==> config.mk <==
export PLATFORM = sky130hd
export DESIGN_NAME = dka_div
export DESIGN_NICKNAME = d
export VERILOG_FILES = /design/src/rtl/dka_pkg.sv /design/src/rtl/dka_div.sv
export SDC_FILE = /design/constraint.sdc
export NUM_CORES = 1
export LEC_CHECK = 0
export BUFFER_PORTS_ARGS = -buffer_cell sky130_fd_sc_hd__buf_2
export CORE_MARGIN = 2
export CORE_UTILIZATION = 68
export DETAILED_ROUTE_END_ITERATION = 10
export PLACE_DENSITY_LB_ADDON = 0.3
export SKIP_CTS_REPAIR_TIMING = 1
export SLEW_MARGIN = 20
export SYNTH_ARGS = -nofsm -noshare
export SYNTH_HDL_FRONTEND = slang
export SYNTH_SLANG_ARGS = --single-unit
export TNS_END_PERCENT = 100
==> constraint.sdc <==
create_clock -name clk -period 8.8 [get_ports clk]
set_input_delay 1.76 -clock clk [delete_from_list [all_inputs] [get_ports clk]]
set_output_delay 1.76 -clock clk [all_outputs]
set_load 0.05 [all_outputs]
==> src/rtl/dka_pkg.sv <==
// shared types and constants for the difference key alpha block
`timescale 1ns / 1ps
`default_nettype none
package dka_pkg;

  localparam int unsigned CW = 16;           // component width
  localparam int unsigned SQ_STEPS = 17;     // root bits of a 34-bit sum of squares
  localparam int unsigned DIV_STEPS = 16;    // quotient bits of the ramp

  localparam logic [15:0] FULL_SCALE = 16'hffff;
  localparam logic [15:0] THRESH_RESET = 16'd6554;

  // luma weights in q16, summing to 65536
  localparam logic [15:0] LUMA_KR = 16'd19595;
  localparam logic [15:0] LUMA_KG = 16'd38470;
  localparam logic [15:0] LUMA_KB = 16'd7471;
  localparam logic [32:0] LUMA_ROUND = 33'd32768;

  // config register indexes
  localparam logic [7:0] REG_THRESHOLD = 8'd0;
  localparam logic [7:0] REG_RAMP_WIDTH = 8'd1;
  localparam logic [7:0] REG_USE_VALUE = 8'd2;
  localparam logic [7:0] REG_PIXEL_FORMAT = 8'd3;

  // key class after the compare stage
  localparam logic [1:0] CLS_ZERO = 2'd0;
  localparam logic [1:0] CLS_FULL = 2'd1;
  localparam logic [1:0] CLS_RAMP = 2'd2;

  // sideband carried beside the square root
  typedef struct packed {
    logic        use_v;
    logic        in_win;
    logic [16:0] ve;
    logic [15:0] ta;
  } side_t;

  // sideband carried beside the divider
  typedef struct packed {
    logic [1:0]  cls;
    logic [15:0] ta;
  } dside_t;

endpackage
`default_nettype wire

==> src/rtl/dka_div.sv <==
// pipelined restoring divider for the ramp, one quotient bit per stage
`timescale 1ns / 1ps
`default_nettype none
module dka_div (
  input  wire logic        clk,
  input  wire logic        rst,
  input  wire logic        ce,
  input  wire logic        in_valid,
  input  wire logic [15:0] e,
  input  wire logic [15:0] width,
  input  dka_pkg::dside_t  side_in,
  output logic             out_valid,
  output logic [15:0]      q,
  output dka_pkg::dside_t  side_out
);
  import dka_pkg::*;

  logic [31:0] num;
  logic        vr   [DIV_STEPS];
  logic [15:0] remr [DIV_STEPS];
  logic [15:0] lor  [DIV_STEPS];
  logic [15:0] qr   [DIV_STEPS];
  dside_t      sider[DIV_STEPS];

  // e * 65535 as (e << 16) - e
  assign num = {e, 16'h0000} - {16'h0000, e};

  for (genvar k = 0; k < DIV_STEPS; k++) begin : g_step
    logic        pv;
    logic [15:0] prem, plo, pq;
    logic [16:0] r17;
    dside_t      pside;

    if (k == 0) begin : g_first
      assign pv = in_valid;
      assign prem = num[31:16];
      assign plo = num[15:0];
      assign pq = '0;
      assign pside = side_in;
    end else begin : g_next
      assign pv = vr[k-1];
      assign prem = remr[k-1];
      assign plo = lor[k-1];
      assign pq = qr[k-1];
      assign pside = sider[k-1];
    end

    assign r17 = {prem, plo[DIV_STEPS-1-k]};

    always_ff @(posedge clk) begin
      if (rst) begin
        vr[k] <= 1'b0;
      end else if (ce) begin
        vr[k] <= pv;
      end
    end

    always_ff @(posedge clk) begin
      if (ce) begin
        lor[k] <= plo;
        sider[k] <= pside;
        if (r17 >= {1'b0, width}) begin
          remr[k] <= 16'(r17 - {1'b0, width});
          qr[k] <= {pq[14:0], 1'b1};
        end else begin
          remr[k] <= r17[15:0];
          qr[k] <= {pq[14:0], 1'b0};
        end
      end
    end
  end

  assign out_valid = vr[DIV_STEPS-1];
  assign q = qr[DIV_STEPS-1];
  assign side_out = sider[DIV_STEPS-1];

endmodule
`default_nettype wire

# After elaboration in Yosys (flattened, before gate mapping)
# Memory sizes are Yosys's and may differ from the RTL's.
# Cells that the tools add are included.
# word_totals
ramBits,1072
wordCells,236
mem_count,5
out_inout_bits,35
register_bits,0
# memory_table
memory,depth,width,read_ports,rd_clocked_by_memory_dff,write_ports,line_no,text
sider,16,18,16,0,16,dka_div.sv:23,dside_t sider[DIV_STEPS];
lor,16,16,15,0,16,dka_div.sv:21,logic [15:0] lor [DIV_STEPS];
qr,16,16,16,0,16,dka_div.sv:22,logic [15:0] qr [DIV_STEPS];
remr,16,16,15,0,16,dka_div.sv:20,logic [15:0] remr [DIV_STEPS];
vr,16,1,16,0,16,dka_div.sv:19,logic vr [DIV_STEPS];
# op_classes
bitwise,48
muxes,150
n_lt_le_gt_ge,16
n_addsub,17
# op_table
operator,count
two-way mux 16 bit,32
>= comparator 17 x 16 -> 1 bit,16
subtractor 16 bit,16
two-way mux 1 bit,118
bitwise OR 1 bit,48
subtractor 32 x 16 -> 32 bit,1

# Longest topological paths before layout
# depth
depth_word,6
ltp_mapped,17

# Worst setup path before layout
# Ideal clock, no wire load.
# synth_path
path_type,input port to flip-flop
start,input port e[6]
end,"memory remr[0][10], data pin"
slack_ns,3.313
t_arrival_ns,5.227
path_stages,13
path_cell_list,buf_2 or3_1 or2_2 nor3_1 nand4_1 xnor2_1 ha_1 nor2b_1 o31ai_1 a21oi_1 a31o_2 a41oi_4 mux2_2
# synth_lines
item,line_no,text
"start, declared",dka_div.sv:9,"input wire logic [15:0] e,"
"end, declared",dka_div.sv:20,

==> results by group <==
Critical path
  – Worst Path Class, Setup: input pin to flop
  – Reg2Reg Setup Slack: 5230 ps
  – Crit path max-delay cell type: a41oi_4
  – Critical Path RT: ~9200 ps
  – Crit-path max cell delay: roughly 740 ps
  – Crit path capture type: flop
  – Critical Path Fanout Max: 27
  – Worst path cell trace: buf_2 > nor4_2 > nand3b_1 > or2_1 > nor2_1 > or3_1 > o21ai_0 > ha_1 > o21a_1 > o31ai_1 > a21oi_1 > a31o_2 > a41oi_4 > mux2_2
  – Buf/Inv on CP: 1
  – Crit path launch type: input pin
  – Worst R2R End: remr[1][38]
  – R2r startpoint: remr[1][25]
  – CP delay by family, top: simple AND/OR/NAND/NOR gates
  – R2r worst-path depth: 7
  – CP Data Arrival Time: 6190 ps

STA
  – WHS: just over 400 ps
  – Achievable Freq: 172 MHz
  – Fin. max-slew vios: 0
  – Actual slew at the worst max-slew pin: 922 ps
  – Setup TNS: 0 ps
  – # setup viols final: 0
  – Clk_skew: 27.6 ps
  – Final worst-path cycle share: about 66%
  – Unrepaired setup endpoints after global routing: no
  – Rel. slew slack: about two fifths
  – Fin. Hold Viols: 0
  – Min Clock Period, post-route: 5800 ps

Clock network
  – H-tree depth: 3
  – TritonCTS clock tree: built
  – CTS buffer count: roughly 80
  – Clock-pin slew on the worst setup and hold paths: 60 ps
  – Root Buffer: clkbuf_16
  – CTS Buffer Depth: 3
  – Worst-Skew Late Latency: about 640 ps
  – Num Clock Sinks: 800

Drt
  – DR iter-0 viols: roughly 2300
  – Met1 Wirelength: between 30000 and 40000 um
  – Met2 wire length: 43000 um
  – Max Used Layer: met4
  – Met3 wire len: ~5100 um
  – Drt drc: 0
  – Drt wl/cell: around 22 um
  – Vias/cell: roughly 6.3
  – Detail Route Antenna Nets: 0
  – Initial DRT Pass Iterations: 6
  – Vias: between 20000 and 25000
  – Final WL: approximately 85000 um

Yosys
  – EDFF count, synth: approximately 800
  – Yosys cell types: 73
  – Synthesized cell area: just under 40000 um2
  – Async SR Flop Fraction: 0%
  – Syn nets: about 3200
  – Post-synthesis sequential area ratio: 62.3%
  – Most used flip-flop cell after synthesis: edfxtp_1
  – Synth Instances: roughly 2900
  – Synthesis warning total: 0
  – Average cell area after synthesis: around 13 um2
  – Synthesized flop and latch total: 800

Power and ir drop
  – VDD IR max: ~0.00019 V
  – P_leak: between 15 and 20 nW
  – Pwr dens: ~320 nW/um2

GRT
  – First-pass GRT wire length: ~130000 um
  – Tot GR Track Use: between 20 and 30%
  – Total gr overflow: 0
  – Initial antenna violation count: 0
  – Vias in the first global route: between 20000 and 25000
  – Largest net degree at the start of global routing: around 120

Finish
  – Seq. cell area: about 24000 um2
  – Syn-to-layout area delta: 10.7%
  – Final Cell Area: 42700 um2
  – Layout cell share with drive strength beyond 1: 11.7%
  – Nets: approximately 3300
  – Fill cells: around 3500
  – ANT cells: 0
  – Combined area of the multi-input logic cells: about 14000 um2

Floorplan
  – Die W: ~240 um
  – Initial Util: between 60 and 70%
  – Std cell rows: between 80 and 90
  – Die Footprint: a little under 60000 um2
  – Die Y: 242 um
  – Io pins: 89
  – Core area: 56300 um2

Placement
  – Placer Congestion: roughly 0.91
  – DPL Wire Length: between 50000 and 60000 um
  – PortBufs: 88
  – Placement Cell Area: between 40000 and 50000 um2

Status
  – Outcome: complete, no violations

Min path
  – Worst hold stages: 0
  – Hold path start: qr[0][84]
  – Hold EP: qr[0][101]
  – Hold Path Class: flop to flop

Flow run
  – MaxCap Viol Count: 0
-- cells in the final DEF (no fill, tap or decap), types with 9 or more instances in the layout --
master     netlist  final
o31a_1          17     17
xnor2_1        116    116
o21bai_1        16     16
ha_1           258    258
inv_1          105    105
nor2b_1         47     47
and2_1          30     30
and3_1          16     16
a31oi_1         18     17
mux2i_1         19     19
a221oi_1        10     10
xor2_1          74     74
o211ai_1        16     16
nand4_1         29     29
o31ai_1         15     15
clkinv_1         0     15
fa_1            15     15
clkbuf_1        51     15
clkbuf_16        0     82
a21o_1          81     81
or2_2            9      9
nor4_1          11     11
mux2_2          92     92
edfxtp_1       799    799
nor2_1         162    162
a21oi_1        186    182
o21ai_0        183    183
nand2_1        196    196
clkinv_2         0     17
nor3_1          44     44
o21a_1          44     44
or3_1           18     18
a211oi_1        16     16
a21boi_0        10     10
nand2b_1        27     27
buf_2            8     87
buf_4            1     31
nand3_1         43     43
-- how the worst max path moves through the flow --
stage,end,depth (start not counted),start
after floorplan,remr[0][10],13,e[6]
after global placement,remr[0][8],13,e[6]
after detailed placement,remr[0][5],13,e[6]
after CTS,remr[0][1],14,e[4]
after global routing,remr[0][1],14,e[4]
final,remr[0][1],14,e[4]
-- metal layers --
| layer | GRT usage [%] | vias to the layer above |
|---|---|---|
| li1 | - | 11265 |
| met3 | 4.29 | 271 |
| met1 | 35.8 | 11704 |
| met2 | 49.8 | 976 |
| met4 | 13.7 | 0 |
| met5 | 0 | - |
-- state kept, by name (all words and copies together), names as in the netlist --
| register | count |
|---|---|
| sider | 288 |
| lor | 120 |
| remr | 240 |
| vr | 16 |
| qr | 136 |
-- through the flow --
stage	total power [mW]	setup slack [ps]	utilization (%)	cells
6_report	13.8	3000	75.9	3842
5_1_grt	14.5	2780	75.9	3842
4_1_cts	13.8	3030	75.8	3842
3_5_place_dp	10.3	2410	71.1	3695
3_3_place_gp	10.0	2510	71.1	3695
2_1_floorplan	9.09	3310	-	2880
-- cells in the mapped netlist, drive strengths merged, types with 17 or more instances --
cell type,instances,area (um2)
o21a,44,330
a31oi,18,113
xnor2,116,1020
a21o,81,608
inv,105,394
o31a,17,149
nor2,162,608
nor2b,47,294
mux2i,19,190
o21ai,187,936
ha,258,3230
nor3,44,220
a211oi,17,133
nand2,196,736
a21oi,186,931
edfxtp,799,24000
xor2,74,648
nand2b,27,169
nand4,29,181
mux2,92,1040
and2,30,188
or3,19,124
clkbuf,51,191
nand3,43,215
-- cells by family after synthesis --
group,share of synthesized area (%)
AOI/OAI and AO/OA,11.2
xor gates and xnor gates,4.31
adders and majority gates,9.15
buffers and inverters,1.68
DFF,62.3
muxes,3.18
and+or+nand+nor,8.20
-- power by group --
group	switching (mW)	leakage [nW]	internal [mW]
sequential	0.411	7.82	5.20
combinational	2.71	7.02	2.09
clock	1.48	1.28	1.91
-- area by class of cell --
type / count / share of cell area (%)
Multi-Input combinational cell: 1913 / 32.7
Clock inverter: 50 / 1.26
Tap cell: 756 / 2.21
Clock buffer: 97 / 4.94
Sequential cell: 800 / 56.2
Timing Repair Buffer: 121 / 1.69
Inverter: 105 / 0.923
Power figures use the tool's default switching activity.
