<file path="config.mk">
export PLATFORM = sky130hd
export DESIGN_NAME = dka_front
export DESIGN_NICKNAME = d
export VERILOG_FILES = /design/src/rtl/dka_pkg.sv /design/src/rtl/dka_front.sv
export SDC_FILE = /design/constraint.sdc
export NUM_CORES = 2
export LEC_CHECK = 0
export CORE_MARGIN = 2
export CORE_UTILIZATION = 50
export DETAILED_ROUTE_END_ITERATION = 8
export DONT_BUFFER_PORTS = 1
export HOLD_SLACK_MARGIN = 0.06
export PLACE_DENSITY_LB_ADDON = 0.25
export SLEW_MARGIN = 0
export SYNTH_ARGS = -nofsm -noshare
export SYNTH_HDL_FRONTEND = slang
export SYNTH_SLANG_ARGS = --single-unit
</file>
<file path="constraint.sdc">
create_clock -name clk -period 12.15 [get_ports clk]
set_input_delay 2.43 -clock clk [delete_from_list [all_inputs] [get_ports clk]]
set_output_delay 2.43 -clock clk [all_outputs]
set_load 0.02 [all_outputs]
</file>
<file path="src/rtl/dka_pkg.sv">
// shared types and constants for the difference key alpha block
`timescale 1ns / 1ps
`default_nettype none
package dka_pkg;

  localparam int unsigned CW = 16;           // component width
  localparam int unsigned SQ_STEPS = 17;     // root bits of a 34-bit sum of squares
  localparam int unsigned DIV_STEPS = 16;    // quotient bits of the ramp

  localparam logic [15:0] FULL_SCALE = 16'hffff;
  localparam logic [15:0] THRESH_RESET = 16'd6554;

  // luma weights in q16, summing to 65536
  localparam logic [15:0] LUMA_KR = 16'd19595;
  localparam logic [15:0] LUMA_KG = 16'd38470;
  localparam logic [15:0] LUMA_KB = 16'd7471;
  localparam logic [32:0] LUMA_ROUND = 33'd32768;

  // config register indexes
  localparam logic [7:0] REG_THRESHOLD = 8'd0;
  localparam logic [7:0] REG_RAMP_WIDTH = 8'd1;
  localparam logic [7:0] REG_USE_VALUE = 8'd2;
  localparam logic [7:0] REG_PIXEL_FORMAT = 8'd3;

  // key class after the compare stage
  localparam logic [1:0] CLS_ZERO = 2'd0;
  localparam logic [1:0] CLS_FULL = 2'd1;
  localparam logic [1:0] CLS_RAMP = 2'd2;

  // sideband carried beside the square root
  typedef struct packed {
    logic        use_v;
    logic        in_win;
    logic [16:0] ve;
    logic [15:0] ta;
  } side_t;

  // sideband carried beside the divider
  typedef struct packed {
    logic [1:0]  cls;
    logic [15:0] ta;
  } dside_t;

endpackage
`default_nettype wire

</file>
<file path="src/rtl/dka_front.sv">
// front stages: differences, luma, squares and the value window
`timescale 1ns / 1ps
`default_nettype none
module dka_front (
  input  wire logic        clk,
  input  wire logic        rst,
  input  wire logic        ce,
  input  wire logic        in_valid,
  input  wire logic [15:0] t0,
  input  wire logic [15:0] t1,
  input  wire logic [15:0] t2,
  input  wire logic [15:0] ta,
  input  wire logic [15:0] b0,
  input  wire logic [15:0] b1,
  input  wire logic [15:0] b2,
  input  wire logic        use_value,
  input  wire logic        pixel_format,
  input  wire logic [15:0] threshold,
  output logic             out_valid,
  output logic [33:0]      sum_sq,
  output dka_pkg::side_t   side
);
  import dka_pkg::*;

  // stage 1
  logic        v1;
  logic [15:0] d0, d1, d2, tc1, bc1, ta1;
  logic [31:0] lt0, lt1, lt2, lb0, lb1, lb2;
  // stage 2
  logic        v2;
  logic [31:0] sq0, sq1, sq2;
  logic [15:0] ty, by, tc2, bc2, ta2;

  logic [32:0] tsum, bsum;
  logic [15:0] tv, bv;
  logic signed [17:0] tvs, lo, hi, elo, ehi;

  always_ff @(posedge clk) begin
    if (rst) begin
      v1 <= 1'b0;
      v2 <= 1'b0;
      out_valid <= 1'b0;
    end else if (ce) begin
      v1 <= in_valid;
      v2 <= v1;
      out_valid <= v2;
    end
  end

  always_ff @(posedge clk) begin
    if (ce) begin
      d0 <= (t0 > b0) ? t0 - b0 : b0 - t0;
      d1 <= (t1 > b1) ? t1 - b1 : b1 - t1;
      d2 <= (t2 > b2) ? t2 - b2 : b2 - t2;
      lt0 <= t0 * LUMA_KR;
      lt1 <= t1 * LUMA_KG;
      lt2 <= t2 * LUMA_KB;
      lb0 <= b0 * LUMA_KR;
      lb1 <= b1 * LUMA_KG;
      lb2 <= b2 * LUMA_KB;
      tc1 <= t0;
      bc1 <= b0;
      ta1 <= ta;
    end
  end

  always_comb begin
    tsum = {1'b0, lt0} + {1'b0, lt1} + {1'b0, lt2} + LUMA_ROUND;
    bsum = {1'b0, lb0} + {1'b0, lb1} + {1'b0, lb2} + LUMA_ROUND;
  end

  always_ff @(posedge clk) begin
    if (ce) begin
      sq0 <= d0 * d0;
      sq1 <= d1 * d1;
      sq2 <= d2 * d2;
      ty <= tsum[31:16];
      by <= bsum[31:16];
      tc2 <= tc1;
      bc2 <= bc1;
      ta2 <= ta1;
    end
  end

  // value window around the background value
  always_comb begin
    tv = pixel_format ? tc2 : ty;
    bv = pixel_format ? bc2 : by;
    tvs = signed'({2'b00, tv});
    lo = signed'({2'b00, bv}) - signed'({2'b00, threshold});
    hi = signed'({2'b00, bv}) + signed'({2'b00, threshold});
    elo = lo - tvs;
    ehi = tvs - hi;
  end

  always_ff @(posedge clk) begin
    if (ce) begin
      sum_sq <= {2'b00, sq0} + {2'b00, sq1} + {2'b00, sq2};
      side.use_v <= use_value;
      side.in_win <= (tvs >= lo) && (tvs < hi);
      side.ve <= (tvs < lo) ? elo[16:0] : ehi[16:0];
      side.ta <= ta2;
    end
  end

endmodule
`default_nettype wire

</file>
Word-level counts from Yosys, hierarchy flattened
Index checks and enable logic that the tools add are counted.
Operators by class
  shift-type cells: 0
  multipliers: 9
  divide/modulo/power cells: 0
  muxes and demuxes: 6
  $add $sub $neg: 18
  reductions and logical operators: 1
  order comparisons: 6
  bitwise logic cells: 0
  equal/unequal tests: 0
Operators with widths (number)
  multiplier 16 x 15 -> 31 bit, second input constant: 4
  multiplier 16 x 16 -> 32 bit: 3
  subtractor 16 bit: 6
  two-way mux 16 bit: 5
  adder 31 x 32 -> 32 bit: 2
  adder 32 x 16 -> 32 bit, second input constant: 2
  adder 32 x 29 -> 32 bit: 2
  multiplier 16 x 13 -> 29 bit, second input constant: 2
  greater-than comparator 16 bit: 3
  adder 33 x 32 -> 34 bit: 1
  adder 32 x 32 -> 33 bit: 1
  adder 16 x 16 -> 17 bit: 1
  >= comparator 17 bit: 1
  less-than comparator 16 x 17 -> 1 bit: 1
  less-than comparator 17 bit: 1
  two-way mux 17 bit: 1
  subtractor 16 x 16 -> 17 bit: 1
  subtractor 16 x 17 -> 17 bit: 1
  subtractor 17 bit: 1
  logical AND 1 bit: 1
Storage, ports and cells
  word-level logic and storage cells: 68
  memory bits (read-only): 0
  latch bits: 0
  memories kept: 0
  flip-flop bits (word level): 526
  input bits: 134
  RAM bits: 0
  output and inout port bits: 70

Depth between registers and ports, before layout
  word-level depth: 4
  mapped depth: 25
  mapped depth without buffers: 24

Worst setup path after synthesis
OpenSTA, ideal clock, no wires.
  path type: input-to-reg
  start: input port pixel_format
  end: register side[17] (netlist bit), data pin
  library setup time: 0.260 ns
  buffers on the path: 3
  path slack: 4.952 ns
  arrival: 6.938 ns
  cell stages on the path: 21
  required time: 11.890 ns
  cells stage by stage: clkbuf_1 > buf_1 > mux2i_1 > ha_1 > inv_1 > fa_1 > a211o_1 > a21oi_1 > o21ai_1 > a41oi_2 > nand2b_1 > xor2_1 > ha_1 > and3_1 > a21oi_1 > a21boi_0 > a311o_1 > o31ai_1 > a211oi_2 > buf_6 > mux2_2
On the way
  longest elaborated chain between the ends: 4
  elaborated cells between the ends (all ways): 8
  those cells by class: 4 x add/sub; 1 x order compare; 3 x mux
RTL lines
  from (decl): RTL line dka_front.sv:17  | input wire logic pixel_format,
  two-way mux 16 bit: RTL line dka_front.sv:88  | bv = pixel_format ? bc2 : by;
  adder 16 x 16 -> 17 bit or subtractor 16 x 16 -> 17 bit (tied branches): RTL line dka_front.sv:91, dka_front.sv:90
  subtractor 16 x 17 -> 17 bit, or another cell as far along: RTL line dka_front.sv:93  | ehi = tvs - hi;
  two-way mux 17 bit *: RTL line dka_front.sv:101  | side.ve <= (tvs < lo) ? elo[16:0] : ehi[16:0];
  to (decl): RTL line dka_front.sv:21  | output dka_pkg::side_t side
Mark *: on every way between the ends. The rest lies on a longest branch, timed or not.
A chain may end at the register's enable or synchronous reset.

Final worst setup path
  start: register d0[9]
  end: register sq0[30], data pin
On the way
  longest elaborated chain between the ends: 1
RTL lines
  from (decl): RTL line dka_front.sv:27  | logic [15:0] d0, d1, d2, tc1, bc1, ta1;
  from (signal assigned): RTL line dka_front.sv:52  | d0 <= (t0 > b0) ? t0 - b0 : b0 - t0;
  multiplier 16 x 16 -> 32 bit: RTL line dka_front.sv:74  | sq0 <= d0 * d0;
  to (signal assigned): RTL line dka_front.sv:74
  to (decl): RTL line dka_front.sv:31  | logic [31:0] sq0, sq1, sq2;
Every way passes these cells.

==> results.md <==
- Status: finished, violations left
- Violated checks: max-slew violations
- Gp weighted congestion: 0.924
- Post-CTS resize count: 0
- Layout cells sized above 1: 2.88%
- Fmax: 139 MHz
- I/O pins: 204
- Crit path launch: d0[9]$_DFFE_PP_
- Synth unique cells: 92
- Area Growth Syn to Fin: 5.95%
- Dominant cell type by area after synthesis: fa_1
- Final Util: 53.2%
- HP Class: flop to flop
- Worst-path fanout max: 17
- WP data arrival: 7.64 ns
- Rel. slew slack: -223%
- Max-cap viol count: 0
- Yosys top cell area share: 25.9%
- Clk buf depth: 3
- Largest net degree at the start of global routing: 522
- Port buffer count: 0
- Slowest cell on crit path: edfxtp_1
- Worst Setup Start Kind: flop
- Area of the mapped netlist: 73900 um2
- Delay-heaviest family, CP: adder cells
- Setup Skew: 0.0195 ns
- Setup TNS: 0 ns
- Syn Area/Cell: 10.5 um2
- Synth cell count leaders: 1423 x inv_1, 1318 x ha_1, 956 x fa_1, 518 x edfxtp_1, 363 x nand2_1
- Pre-antenna DRT Iters: 6
- Final number of max-transition violations: 430
- Count leader, synth: inv_1
- GR peak layer: met2
- Routed via count: 48.5k
- Final worst path period share: 59.1%
- Complex-gate fraction of the synthesized area: 9.67%
- Worst setup path class: flop to flop
- FF-to-FF Start: d0[9]$_DFFE_PP_
- Row Count: 141
- Area contributors post-synth: fa_1 26%, ha_1 22%, edfxtp_1 21%
- Die Width: 389 um
- Vias in the first global route: 51.4k
- H-tree levels: 3
- First-pass GRT wire length: 276 mm
- Starting Density: 50.2%
- Total Wirelength: 172 mm
- Post-Synth Simple-Gate Area: 7.38%
- Gate Count Post-Synth: 7010
- Met2 Track Usage GR: 41.5%
- Core area: 147000 um2
- Worst Path Required: 12.60 ns
- Slew @ Worst Pin: 4.84 ns
- M3 GR Usage: 3.38%
- Hold path start: bc1[4]$_DFFE_PP_
- Flop and latch count out of synthesis: 521
- Post-synth EDFFs: 518
- Die area: 151000 um2
- Detailed Route Iter0 Violations: 2615
- Top cell by count, worst path: fa_1
- Multiplexer share of the synthesized area: 1.12%
- Root buf cell: clkbuf_16
- Adder-Cell Fraction of Synth Area: 48.2%
- CP peak stage delay: 0.71 ns
- RSZ-0062 raised after global routing: false
- Seq/Total Area, Yosys: 21.1%
- Synth warnings: 0
- DRC: 0
- Ant. Diodes: 0
- Gr ovfl total: 0
- Largest family of logic cells by synthesized area: adder cells
- Synth Flop Type: edfxtp_1
- Final Hold Fails: 0
- Tot GR Track Use: 23.4%
- Met1 GRT Util: 29.3%
- Nets: 9394
- XOR/XNOR Fraction of Synth Area: 4.67%
- Initial antenna violation count: 4
- Worst Path Buf+Inv: 4
- Final setup viols: 0
- Critical Path Sink Type: flop
- Detailed placement HPWL: 143 mm
- CTS Buf Count: 70
- Crit-path cells: and2_1 > fa_1 > inv_1 > fa_1 > inv_1 > fa_1 > inv_1 > fa_1 > inv_1 > fa_1 > fa_1 > ha_1 > a21o_1 > a21oi_1 > a21boi_0 > o21ai_0 > o211ai_1 > a221oi_1 > o31ai_1 > xor2_1
- Worst skew pair latency: 0.67 ns
- Die Y-Extent: 389 um
- CTS tree: done
- Min cycle time layout: 7.18 ns
- Vias per cell: 5.40
- Setup bufs post-CTS: 0
- Hold bufs inserted after CTS: 0
- Ys async rst share: 0%
- Wire per inst: 19.2 um
- CTS sink cnt: 521
- Worst-path clk slew: 0.06 ns
- Routed Antenna Nets: 0
==> worst paths after layout <==
check / endpoint / slack (ns) / cells past startpoint
hold reg to reg: bc2[4]$_DFFE_PP_ / 0.41 / 0
hold / removal: bc2[4]$_DFFE_PP_ / 0.41 / 0
setup / recovery: sq0[30]$_DFFE_PP_ / 4.97 / 20
setup reg to reg: sq0[30]$_DFFE_PP_ / 4.97 / 20
==> cell families (layout without fill, tap and decap cells) <==
group	after synthesis	in the layout
XOR/XNOR	394	394
adder cells (fa/ha/maj)	2274	2274
flip-flops	521	521
buffers and inverters	1532	1561
AO/OA/AOI/OAI	1084	1084
other	1	3
multiplexers	80	80
AND/OR/NAND/NOR	1124	1124
==> cells in the final DEF (no fill, tap or decap), drive strengths merged, types with 64 or more instances in the layout <==
master,instances
nor2b,64
ha,1318
edfxtp,518
nand2,363
nor2,232
inv,1432
a21oi,330
xor2,123
and2,137
xnor2,271
a21o,178
clkbuf,78
nor3,65
o21ai,178
nand3,67
fa,956
==> layout make-up <==
type	count	area [um2]
flip-flops and latches	521	15600
well taps	1930	2410
repair buffers	11	82.6
fillers	13000	69000
inverters	1423	5340
clock inverters	49	469
multi-input cells	4959	52500
clock buffers	78	1870
==> layer usage <==
| layer | vias to the layer above | wire, um | part of all wire (%) |
|---|---|---|---|
| met2 | 854 | 85900 | 50 |
| met1 | 24100 | 72900 | 42 |
| met4 | 0 | 5690 | 3.3 |
| met5 | - | 0 | 0 |
| li1 | 23300 | - | - |
| met3 | 238 | 7450 | 4.3 |
==> through the flow <==
stage	instance area, um2	cells	hold slack [ns]	setup WS (ns)
after floorplan	73900	7012	0.400	4.95
after detailed placement	76000	8844	0.405	4.45
after global routing	78300	8971	0.414	4.60
final	78300	8971	0.412	4.97
after CTS	78300	8971	0.398	4.91
after global placement	76000	8844	0.400	4.43
==> registers in the layout, indices dropped and copies added (netlist names), 29 cells and up <==
register  flops
side         35
sq0          31
lb0          30
lt0          30
lt1          31
lb1          31
sum_sq       34
sq1          31
lt2          29
sq2          31
lb2          29
Power is left out: the tool's default activity adds up to more than one toggle a clock period on the data nets, which glitch-free logic cannot reach.
