**config.mk**
```make
export PLATFORM = sky130hd
export DESIGN_NAME = dka_sqrt
export DESIGN_NICKNAME = d
export VERILOG_FILES = /design/src/rtl/dka_pkg.sv /design/src/rtl/dka_sqrt.sv
export SDC_FILE = /design/constraint.sdc
export NUM_CORES = 1
export LEC_CHECK = 0
export BUFFER_PORTS_ARGS = -buffer_cell sky130_fd_sc_hd__clkbuf_2
export CELL_PAD_IN_SITES_DETAIL_PLACEMENT = 0
export CELL_PAD_IN_SITES_GLOBAL_PLACEMENT = 2
export CORE_UTILIZATION = 37
export DETAILED_ROUTE_END_ITERATION = 10
export PLACE_DENSITY = 0.7
export SLEW_MARGIN = 20
export SYNTH_ARGS = -nofsm -noshare
export SYNTH_HDL_FRONTEND = slang
export SYNTH_SLANG_ARGS = --single-unit
```
**constraint.sdc**
```tcl
create_clock -name clk -period 3.95 [get_ports clk]
set_clock_uncertainty 0.15 [all_clocks]
set_input_delay 0.395 -clock clk [delete_from_list [all_inputs] [get_ports clk]]
set_output_delay 0.395 -clock clk [all_outputs]
set_load 0.02 [all_outputs]
```
**src/rtl/dka_pkg.sv**
```systemverilog
// shared types and constants for the difference key alpha block
`timescale 1ns / 1ps
`default_nettype none
package dka_pkg;

  localparam int unsigned CW = 16;           // component width
  localparam int unsigned SQ_STEPS = 17;     // root bits of a 34-bit sum of squares
  localparam int unsigned DIV_STEPS = 16;    // quotient bits of the ramp

  localparam logic [15:0] FULL_SCALE = 16'hffff;
  localparam logic [15:0] THRESH_RESET = 16'd6554;

  // luma weights in q16, summing to 65536
  localparam logic [15:0] LUMA_KR = 16'd19595;
  localparam logic [15:0] LUMA_KG = 16'd38470;
  localparam logic [15:0] LUMA_KB = 16'd7471;
  localparam logic [32:0] LUMA_ROUND = 33'd32768;

  // config register indexes
  localparam logic [7:0] REG_THRESHOLD = 8'd0;
  localparam logic [7:0] REG_RAMP_WIDTH = 8'd1;
  localparam logic [7:0] REG_USE_VALUE = 8'd2;
  localparam logic [7:0] REG_PIXEL_FORMAT = 8'd3;

  // key class after the compare stage
  localparam logic [1:0] CLS_ZERO = 2'd0;
  localparam logic [1:0] CLS_FULL = 2'd1;
  localparam logic [1:0] CLS_RAMP = 2'd2;

  // sideband carried beside the square root
  typedef struct packed {
    logic        use_v;
    logic        in_win;
    logic [16:0] ve;
    logic [15:0] ta;
  } side_t;

  // sideband carried beside the divider
  typedef struct packed {
    logic [1:0]  cls;
    logic [15:0] ta;
  } dside_t;

endpackage
`default_nettype wire

```
**src/rtl/dka_sqrt.sv**
```systemverilog
// pipelined integer square root, one root bit per stage
`timescale 1ns / 1ps
`default_nettype none
module dka_sqrt (
  input  wire logic        clk,
  input  wire logic        rst,
  input  wire logic        ce,
  input  wire logic        in_valid,
  input  wire logic [33:0] s,
  input  dka_pkg::side_t   side_in,
  output logic             out_valid,
  output logic [16:0]      root,
  output logic [19:0]      rem,
  output dka_pkg::side_t   side_out
);
  import dka_pkg::*;

  logic        vr    [SQ_STEPS];
  logic [33:0] sr    [SQ_STEPS];
  logic [16:0] rootr [SQ_STEPS];
  logic [19:0] remr  [SQ_STEPS];
  side_t       sider [SQ_STEPS];

  for (genvar k = 0; k < SQ_STEPS; k++) begin : g_step
    localparam int P = SQ_STEPS - 1 - k;
    logic        pv;
    logic [33:0] ps;
    logic [16:0] proot;
    logic [19:0] prem, rsh, trial;
    side_t       pside;

    if (k == 0) begin : g_first
      assign pv = in_valid;
      assign ps = s;
      assign proot = '0;
      assign prem = '0;
      assign pside = side_in;
    end else begin : g_next
      assign pv = vr[k-1];
      assign ps = sr[k-1];
      assign proot = rootr[k-1];
      assign prem = remr[k-1];
      assign pside = sider[k-1];
    end

    assign rsh = {prem[17:0], ps[2*P+1:2*P]};
    assign trial = {1'b0, proot, 2'b01};

    always_ff @(posedge clk) begin
      if (rst) begin
        vr[k] <= 1'b0;
      end else if (ce) begin
        vr[k] <= pv;
      end
    end

    always_ff @(posedge clk) begin
      if (ce) begin
        sr[k] <= ps;
        sider[k] <= pside;
        if (rsh >= trial) begin
          remr[k] <= rsh - trial;
          rootr[k] <= {proot[15:0], 1'b1};
        end else begin
          remr[k] <= rsh;
          rootr[k] <= {proot[15:0], 1'b0};
        end
      end
    end
  end

  assign out_valid = vr[SQ_STEPS-1];
  assign root = rootr[SQ_STEPS-1];
  assign rem = remr[SQ_STEPS-1];
  assign side_out = sider[SQ_STEPS-1];

endmodule
`default_nettype wire

```
**After elaboration in Yosys (flattened, before gate mapping)**

Memory sizes are Yosys's and may differ from the RTL's.
Index checks and enable logic that the tools add are counted.

- Output and inout bits: 73
- Word-level logic and storage cells: 249
- Bits of input ports: 73
- Register bits: 0
- Memories: 5
- RAM bits: 1,819

Memory list:

| name | depth | bits a word | rd ports | clocked after memory_dff | write ports | RTL line | text |
|---|---|---|---|---|---|---|---|
| sider | 17 | 35 | 17 | 0 | 17 | dka_sqrt.sv:22 | `side_t sider [SQ_STEPS];` |
| sr | 17 | 34 | 16 | 0 | 17 | dka_sqrt.sv:19 | `logic [33:0] sr [SQ_STEPS];` |
| remr | 17 | 20 | 17 | 0 | 17 | dka_sqrt.sv:21 | `logic [19:0] remr [SQ_STEPS];` |
| rootr | 17 | 17 | 17 | 0 | 17 | dka_sqrt.sv:20 | `logic [16:0] rootr [SQ_STEPS];` |
| vr | 17 | 1 | 17 | 0 | 17 | dka_sqrt.sv:18 | `logic vr [SQ_STEPS];` |

- Bitwise operators: 51
- $lt $le $gt $ge: 17
- Muxes and demuxes: 159
- Add/subtract/negate cells: 17

Operator list:

| kind | number |
|---|---|
| $mux 20 | 17 |
| $ge 20x19->1 | 16 |
| $sub 20x19->20 | 16 |
| $mux 17 | 17 |
| $mux 1 | 125 |
| $or 1x1->1 | 51 |
| $sub 2x1->3 const B | 1 |
| $ge 2x1->1 const B | 1 |

**Depth between registers and ports, before layout**

Gate-level depths: netlist of the first run.
An unclocked memory read counts as a cell.

- Word-level depth: 6
- Mapped depth: 11
- Depth with buffers taken out: 9

**Worst setup path before layout of the first run**

Ideal clock, no wire load.

- Path kind: reg-to-reg
- Start point: memory remr[2][0]
- End point: memory remr[3][16], data pin
- Cell stages (with the launch flop): 10
- Library setup time: 262 ps
- Data required time: 3,538 ps
- Period minus slack after synthesis: 2,804 ps
- Path slack: 1,146 ps
- Buffers on the path: 1
- Arrival time: 2,392 ps
- Cells stage by stage: edfxtp_1 > ha_1 > nor2b_1 > o21a_1 > o21a_1 > or4_1 > buf_2 > or4_4 > nor3_2 > xor2_1

RTL lines:

| item | RTL line |
|---|---|
| start: declaration | dka_sqrt.sv:21 |

==> results of run 1 <==
how the worst min path moves through the flow:
stage                    endpoint  slack, ps  depth (start not counted)           from
finish                      vr[8]        120                          3            rst
global route                vr[8]         90                          3            rst
floorplan           sider[0][100]        250                          0   sider[0][65]
detailed placement  sider[0][108]        250                          0   sider[0][73]
CTS                        vr[14]         40                          3            rst
global placement    sider[0][262]        250                          0  sider[0][227]
critical path: stages (launching register included):
cell and delay (ps):
edfxtp_1 400, ha_1 340, nor2b_1 160, o31a_1 280, o31ai_2 480, o31ai_1 150
or2_2 530, mux2_2 350
flip-flops by register name (all words and copies together), names as in the netlist:
| register | count |
|---|---|
| sider | 595 |
| vr | 17 |
| remr | 288 |
| rootr | 153 |
| sr | 272 |
synth_stat cells, types with 14 or more instances:
library cell and instances:
xor2_1 102, inv_1 210, nand3_1 41, nor2b_1 27, nand2b_1 41, clkbuf_1 50
or2_2 14, nor2_1 148, xnor2_1 102, a211oi_1 15, or3_1 27, a21oi_1 143
and2_1 39, nor3_1 56, o21ai_0 160, a31oi_1 18, nand4_1 19, o211ai_1 14
edfxtp_1 1324, a21o_1 56, o21a_1 48, ha_1 174, mux2_2 23, nand2_1 164
nor4_1 29
metal layers:
metal	global-route usage [%]	share of wire, %
met1	13.9	46
met5	0	0
met3	3.07	4.2
met4	4.66	3.0
met2	18.2	47
per-stage QoR:
stage	hold slack, ps	cell area, um2	power, W	util, %	cells
6_report	119	60600	0.0342	43.4	5544
5_1_grt	94.1	60600	0.0358	43.4	5544
4_1_cts	39.1	60600	0.0348	43.4	5544
2_1_floorplan	250	51900	0.0200	-	3215
3_5_place_dp	255	55000	0.0211	39.5	5203
3_3_place_gp	250	55000	0.0211	39.5	5203
area by class of cell:
| type | count | area, um2 | area share (%) |
|---|---|---|---|
| Multi-Input combinational cell | 1617 | 11100 | 18.3 |
| Clock buffer | 180 | 3840 | 6.35 |
| Inverter | 210 | 788 | 1.30 |
| Sequential cell | 1325 | 39800 | 65.7 |
| Clock inverter | 89 | 965 | 1.59 |
| Tap cell | 1876 | 2350 | 3.88 |
| Timing Repair Buffer | 247 | 1750 | 2.89 |
logic make-up after synthesis:
group           Yosys count  synth area share (%)
mux                      28                 0.596
fa+ha+maj               174                  4.20
flops                  1325                  76.7
compound gates          538                  6.45
simple gates            673                  6.65
xor+xnor                204                  3.44
buf+inv                 273                  2.00
power by group through the flow:
| stage | Sequential, W | Clock (W) | Combinational [W] |
|---|---|---|---|
| 6_report | 0.0175 | 0.0133 | 0.00334 |
| 2_1_floorplan | 0.0177 | 0 | 0.00229 |
| 3_5_place_dp | 0.0178 | 0 | 0.00331 |
| 5_1_grt | 0.0176 | 0.0144 | 0.00377 |
| 3_3_place_gp | 0.0178 | 0 | 0.00330 |
| 4_1_cts | 0.0175 | 0.0139 | 0.00338 |
==> metrics.md, run 1 <==
| Metric | Value |
|---|---|
| Clock tree buffer depth | 3 |
| Place WS | about 860 ps |
| Min cycle time layout | 3100 ps |
| Port bufs | approximately 150 |
| Largest net degree at the start of global routing | 180 |
| Vias per cell | approximately 4.6 |
| Final WS setup | approximately 850 ps |
| Sink Count | 1325 |
| 1st-iter DRT viols | 1549 |
| Seq cells post-synth | approximately 1300 |
| Post-Route WL | between 70000 and 80000 um |
| Area grow syn2layout | 16.7% |
| I/O Pins | ~150 |
| Worst R2R End | remr[14][13] |
| Crit Path Max Fanout | 30 |
| Worst setup SP type | flip-flop |
| Final max-slew violation count | 0 |
| H-tree level count | 4 |
| Final nets | between 3000 and 4000 |
| Crit path launch | remr[13][0] |
| Arr. time, crit path | between 3000 and 4000 ps |
| Worst-margin pin slew | approximately 1000 ps |
| P_int | approximately 0.026 W |
| Cts hold-fix bufs | 72 |
| RSZ-0062 raised after global routing | no |
| Synth top area share | 76.6% |
| Relative slew slack | 31.2% |
| Cell Pwr Density | between 500 and 600 nW/um2 |
| GR Util All Layers | between 10% and 20% |
| Synthesized area | roughly 52000 um2 |
| Final Cycle Share | about 78% |
| Initial antenna violation count | 0 |
| Total number of yosys warnings | 0 |
| Drc violations | 0 |
| Gate Count Post-Synth | around 3200 |
| Flop pwr share | ~50% |
| Switch share | between 20% and 30% |
| Most frequent cells in the layout | edfxtp_1, inv_1, ha_1 |
| Vias in the first global route | between 20000 and 30000 |
| Number of enable flip-flop cells after synthesis | about 1300 |
| Final Hold Violating Endpoints | 0 |
| Antenna diodes | 0 |
| End point of the critical path | remr[14][13] |
| Reg2Reg Launch Point | remr[13][0] |
| Placeable Area | around 140000 um2 |
| Data required, critical path | 4300 ps |
| Logic pwr share | 9.8% |
| Cells on worst reg2reg path | 7 |
| DR vias | 25300 |
| R2r setup slk | between 800 and 900 ps |
| Sequential area share after synthesis | roughly three quarters |
| Syn_area_per_cell | approximately 16 um2 |
| Synth Net Count | approximately 3500 |
| Core Rows | 137 |
| CTS tree | done |
| Setup TNS | 0 ps |
| DP HPWL | between 40000 and 50000 um |
| Synth cell types | 77 |
| Clock network fraction of design power | approximately 40% |
| Post-DR wirelength/cell | around 14 um |
| Filler instances | 12400 |
| Post CTS Setup Buffer Count | 0 |
| First-pass GRT wire length | 127000 um |
| Final Wtd Congestion | approximately 0.77 |
| Die ar. | between 100000 and 150000 um2 |
| Top post-synthesis cells by area | edfxtp_1, ha_1, xnor2_1, xor2_1, o21ai_0 |
| Cts bufs inserted | 148 |
| Drt pass-1 iters | 7 |
| Setup-failing EPs final | 0 |
| Achievable frequency | 323 MHz |
| Leading register cell type out of synthesis | edfxtp_1 |
| Commonest non-fill, non-tap cell in the layout | edfxtp_1 |
| Routed Antenna Nets | 0 |
| Cell accounting for the most synthesized area | edfxtp_1 |
| Status | finished clean |
| Starting Density | between 30% and 40% |
| Peak VDD IR | roughly 0.0004 V |
| Clock-pin slew on the worst setup and hold paths | roughly 60 ps |
| Worst-Skew Late Latency | roughly 770 ps |
| Leakage power | between 20 and 25 nW |
| CTS-repair resized insts | 0 |
| Die height | about 380 um |
| Gr ovfl total | 0 |
| CP Class | reg -> reg |
| Die width | 376 um |
| Hold Path Class | in -> reg |
| Share of cells above drive strength 1 | between 10 and 15% |
| Switching pwr | roughly 0.0080 W |
| Clk root buf | clkbuf_16 |
| Max Cap Viol | 0 |
| Fraction of registers with async set/reset | 0% |
| Crit end category | flip-flop |
(Power assumes the default switching activity.)
==> run 2, diff against run 1 <==
--- a/config.mk
+++ b/config.mk
@@ -10,7 +10,7 @@
 export CELL_PAD_IN_SITES_GLOBAL_PLACEMENT = 2
 export CORE_UTILIZATION = 37
 export DETAILED_ROUTE_END_ITERATION = 10
-export PLACE_DENSITY = 0.7
+export PLACE_DENSITY = 0.73
 export SLEW_MARGIN = 20
 export SYNTH_ARGS = -nofsm -noshare
 export SYNTH_HDL_FRONTEND = slang
==> constraint.sdc (replaced) <==
create_clock -name clk -period 2.6 [get_ports clk]
set_clock_uncertainty 0.15 [all_clocks]
set_input_delay 0.26 -clock clk [delete_from_list [all_inputs] [get_ports clk]]
set_output_delay 0.26 -clock clk [all_outputs]
set_load 0.02 [all_outputs]
==> run 2 against run 1 <==
Compared with the run above:
- the flow now finishes with violations (setup timing)
- cell area grew 10%
- global-route usage is 0.31 points higher
- sequential cell count did not move
- critical path depth is 2 higher
- routed wire length increased by 5.9%
- non-clock buffer count up 562
- total power is 57% higher
- clock power grew 49%
- die area unchanged
- hold slack worse by 39 ps
==> metrics.md, run 2 (same netlist as run 1, synthesis figures left out) <==
| Metric | Value |
|---|---|
| Status | finished, violations left |
| Failing checks | setup timing |
| DR vias | 27500 |
| Reg2Reg Launch Point | rootr[2][0] |
| Cell Pwr Density | between 800 and 900 nW/um2 |
| Clock tree buffer depth | 3 |
| Data required, critical path | between 2000 and 3000 ps |
| Max Cap Viol | 0 |
| Routed Antenna Nets | 0 |
| Die width | around 380 um |
| Drc violations | 0 |
| Final Cycle Share | 105% |
| First-pass GRT wire length | 132000 um |
| Regs by FF count | sider: 595 flops, remr: 288 flops, sr: 272 flops |
| Hold Path Class | in -> reg |
| H-tree level count | 4 |
| Final max-slew violation count | 0 |
| Largest net degree at the start of global routing | just under 200 |
| Cts bufs inserted | between 100 and 150 |
| Worst R2R End | remr[3][16] |
| Drt pass-1 iters | 4 |
| Sink Count | approximately 1300 |
| Crit Path Max Fanout | 2 |
| Setup-failing EPs final | 21 |
| Placeable Area | approximately 140000 um2 |
| DP HPWL | 52900 um |
| RSZ-0062 raised after global routing | yes |
| Hold_sp | side_in[28] |
| Most frequent cells in the layout | edfxtp_1, buf_4, inv_1 |
| R2r setup slk | -130 ps |
| Final Wtd Congestion | 0.798 |
| Antenna diodes | 0 |
| Worst-Skew Late Latency | ~750 ps |
| Worst-margin pin slew | 1090 ps |
| CP top delay family | simple AND/OR/NAND/NOR gates |
| Crit-path cells | inv_2, ha_4, nor2b_4, o21a_1, o21a_1, or4_4, or4_4, nor3_2, xor2_1 |
| GR Util All Layers | between 10% and 20% |
| Dpl cells | approximately 5700 |
| Arr. time, crit path | 3080 ps |
| Final nets | about 4400 |
| Die height | between 300 and 400 um |
| Vias per cell | around 4.5 |
| Finished Layout Cells | between 6000 and 7000 |
| Hold EP | sider[0][28] |
| Relative slew slack | a little over a quarter |
| Worst Hold Margin | 80.1 ps |
| Core Rows | 137 |
| Peak VDD IR | ~0.00053 V |
| Cells on worst reg2reg path | 9 |
| Die ar. | around 140000 um2 |
| Largest register FFs | approximately 600 |
| Final Hold Violating Endpoints | 0 |
| Most flops, register | sider |
| Area grow syn2layout | 28.8% |
| 1st-iter DRT viols | between 1500 and 2000 |
| Achievable frequency | about 370 MHz |
| Clock-pin slew on the worst setup and hold paths | ~60 ps |
| I/O Pins | ~150 |
| Slowest CP cell | or4_4 |
| Gr ovfl total | 0 |
| Min cycle time layout | between 2000 and 3000 ps |
| Final WS setup | -128 ps |
| Worst setup SP type | flip-flop |
| Initial antenna violation count | 0 |
| CP Class | reg -> reg |
| CTS tree | done |
| Port bufs | ~150 |
| Hold path cells | 2 |
| Vias in the first global route | 27300 |
| Leakage power | about 25 nW |
| Commonest non-fill, non-tap cell in the layout | edfxtp_1 |
| Worst path bufs/invs | 1 |
| Clk root buf | clkbuf_16 |
| Starting Density | 37.2% |
| Slowest Stage Delay on Critical Path | between 400 and 500 ps |
| Crit end category | flip-flop |
| Post-Route WL | ~83000 um |
| Post-DR wirelength/cell | about 14 um |
| Share of cells above drive strength 1 | between 20% and 30% |
-- run 2: changes by cell type in the layout (fill, tap and decap cells not counted), sizes merged, moves of 3 or more --
cell / previous run / this run
buf: 31 / 572
clkbuf: 324 / 328
clkinv: 61 / 53
clkinvlp: 6 / 3
dlygate4sd3: 72 / 90
inv: 221 / 213
-- run 2: layout make-up --
| cell class | instances | area (um2) |
|---|---|---|
| Clock buffer | 181 | 3740 |
| Clock inverter | 71 | 972 |
| Fill cell | 12000 | 72500 |
| Inverter | 210 | 788 |
| Multi-Input combinational cell | 1618 | 12900 |
| Sequential cell | 1325 | 39800 |
| Tap cell | 1876 | 2350 |
| Timing Repair Buffer | 809 | 6320 |
-- run 2: repair_timing --
item | in CTS | in global routing
gates resized for setup | 146 | 259
cloned | 1 | 6
pin swaps | 54 | 111
endpoints found under the hold margin | 143 | 0
setup endpoints to repair | 147 | 234
hold buffers | 90 | 0
buffers inserted | 47 | 47
-- run 2: how the worst max path moves through the flow --
stage	slack (ps)	endpoint	depth (start not counted)	start
finish	-130	remr[3][16]	9	rootr[2][0]
global placement	-220	remr[11][4]	9	remr[10][7]
global route	-230	remr[3][16]	9	rootr[2][0]
CTS	-130	remr[3][16]	9	rootr[2][0]
detailed placement	-240	remr[4][15]	10	rootr[3][0]
floorplan	-150	remr[3][16]	10	rootr[2][0]
-- run 2: power by group --
group          internal, W  switching, W  total (W)
sequential          0.0258      0.000804     0.0266
clock               0.0116       0.00826     0.0198
combinational      0.00351       0.00364    0.00715
total               0.0409        0.0127     0.0536
-- run 2: through the flow --
stage               setup slack (ps)  power (W)  utilization [%]  TNS, ps  area, um2
floorplan                       -150     0.0305                -     -228      52000
global placement                -220     0.0330             42.1    -8570      58600
detailed placement              -236     0.0331             42.1   -11130      58600
CTS                             -128     0.0538             46.8    -2700      65200
global route                    -229     0.0561             47.9    -6650      66800
finish                          -128     0.0536             47.9    -1020      66800
-- run 2: layer usage --
metal,track usage [%],vias up,wire [um]
met5,0,-,0
met4,4.62,0,2740
met3,2.62,212,2810
met2,19.7,353,41700
met1,13.9,13000,36200
li1,-,13900,-
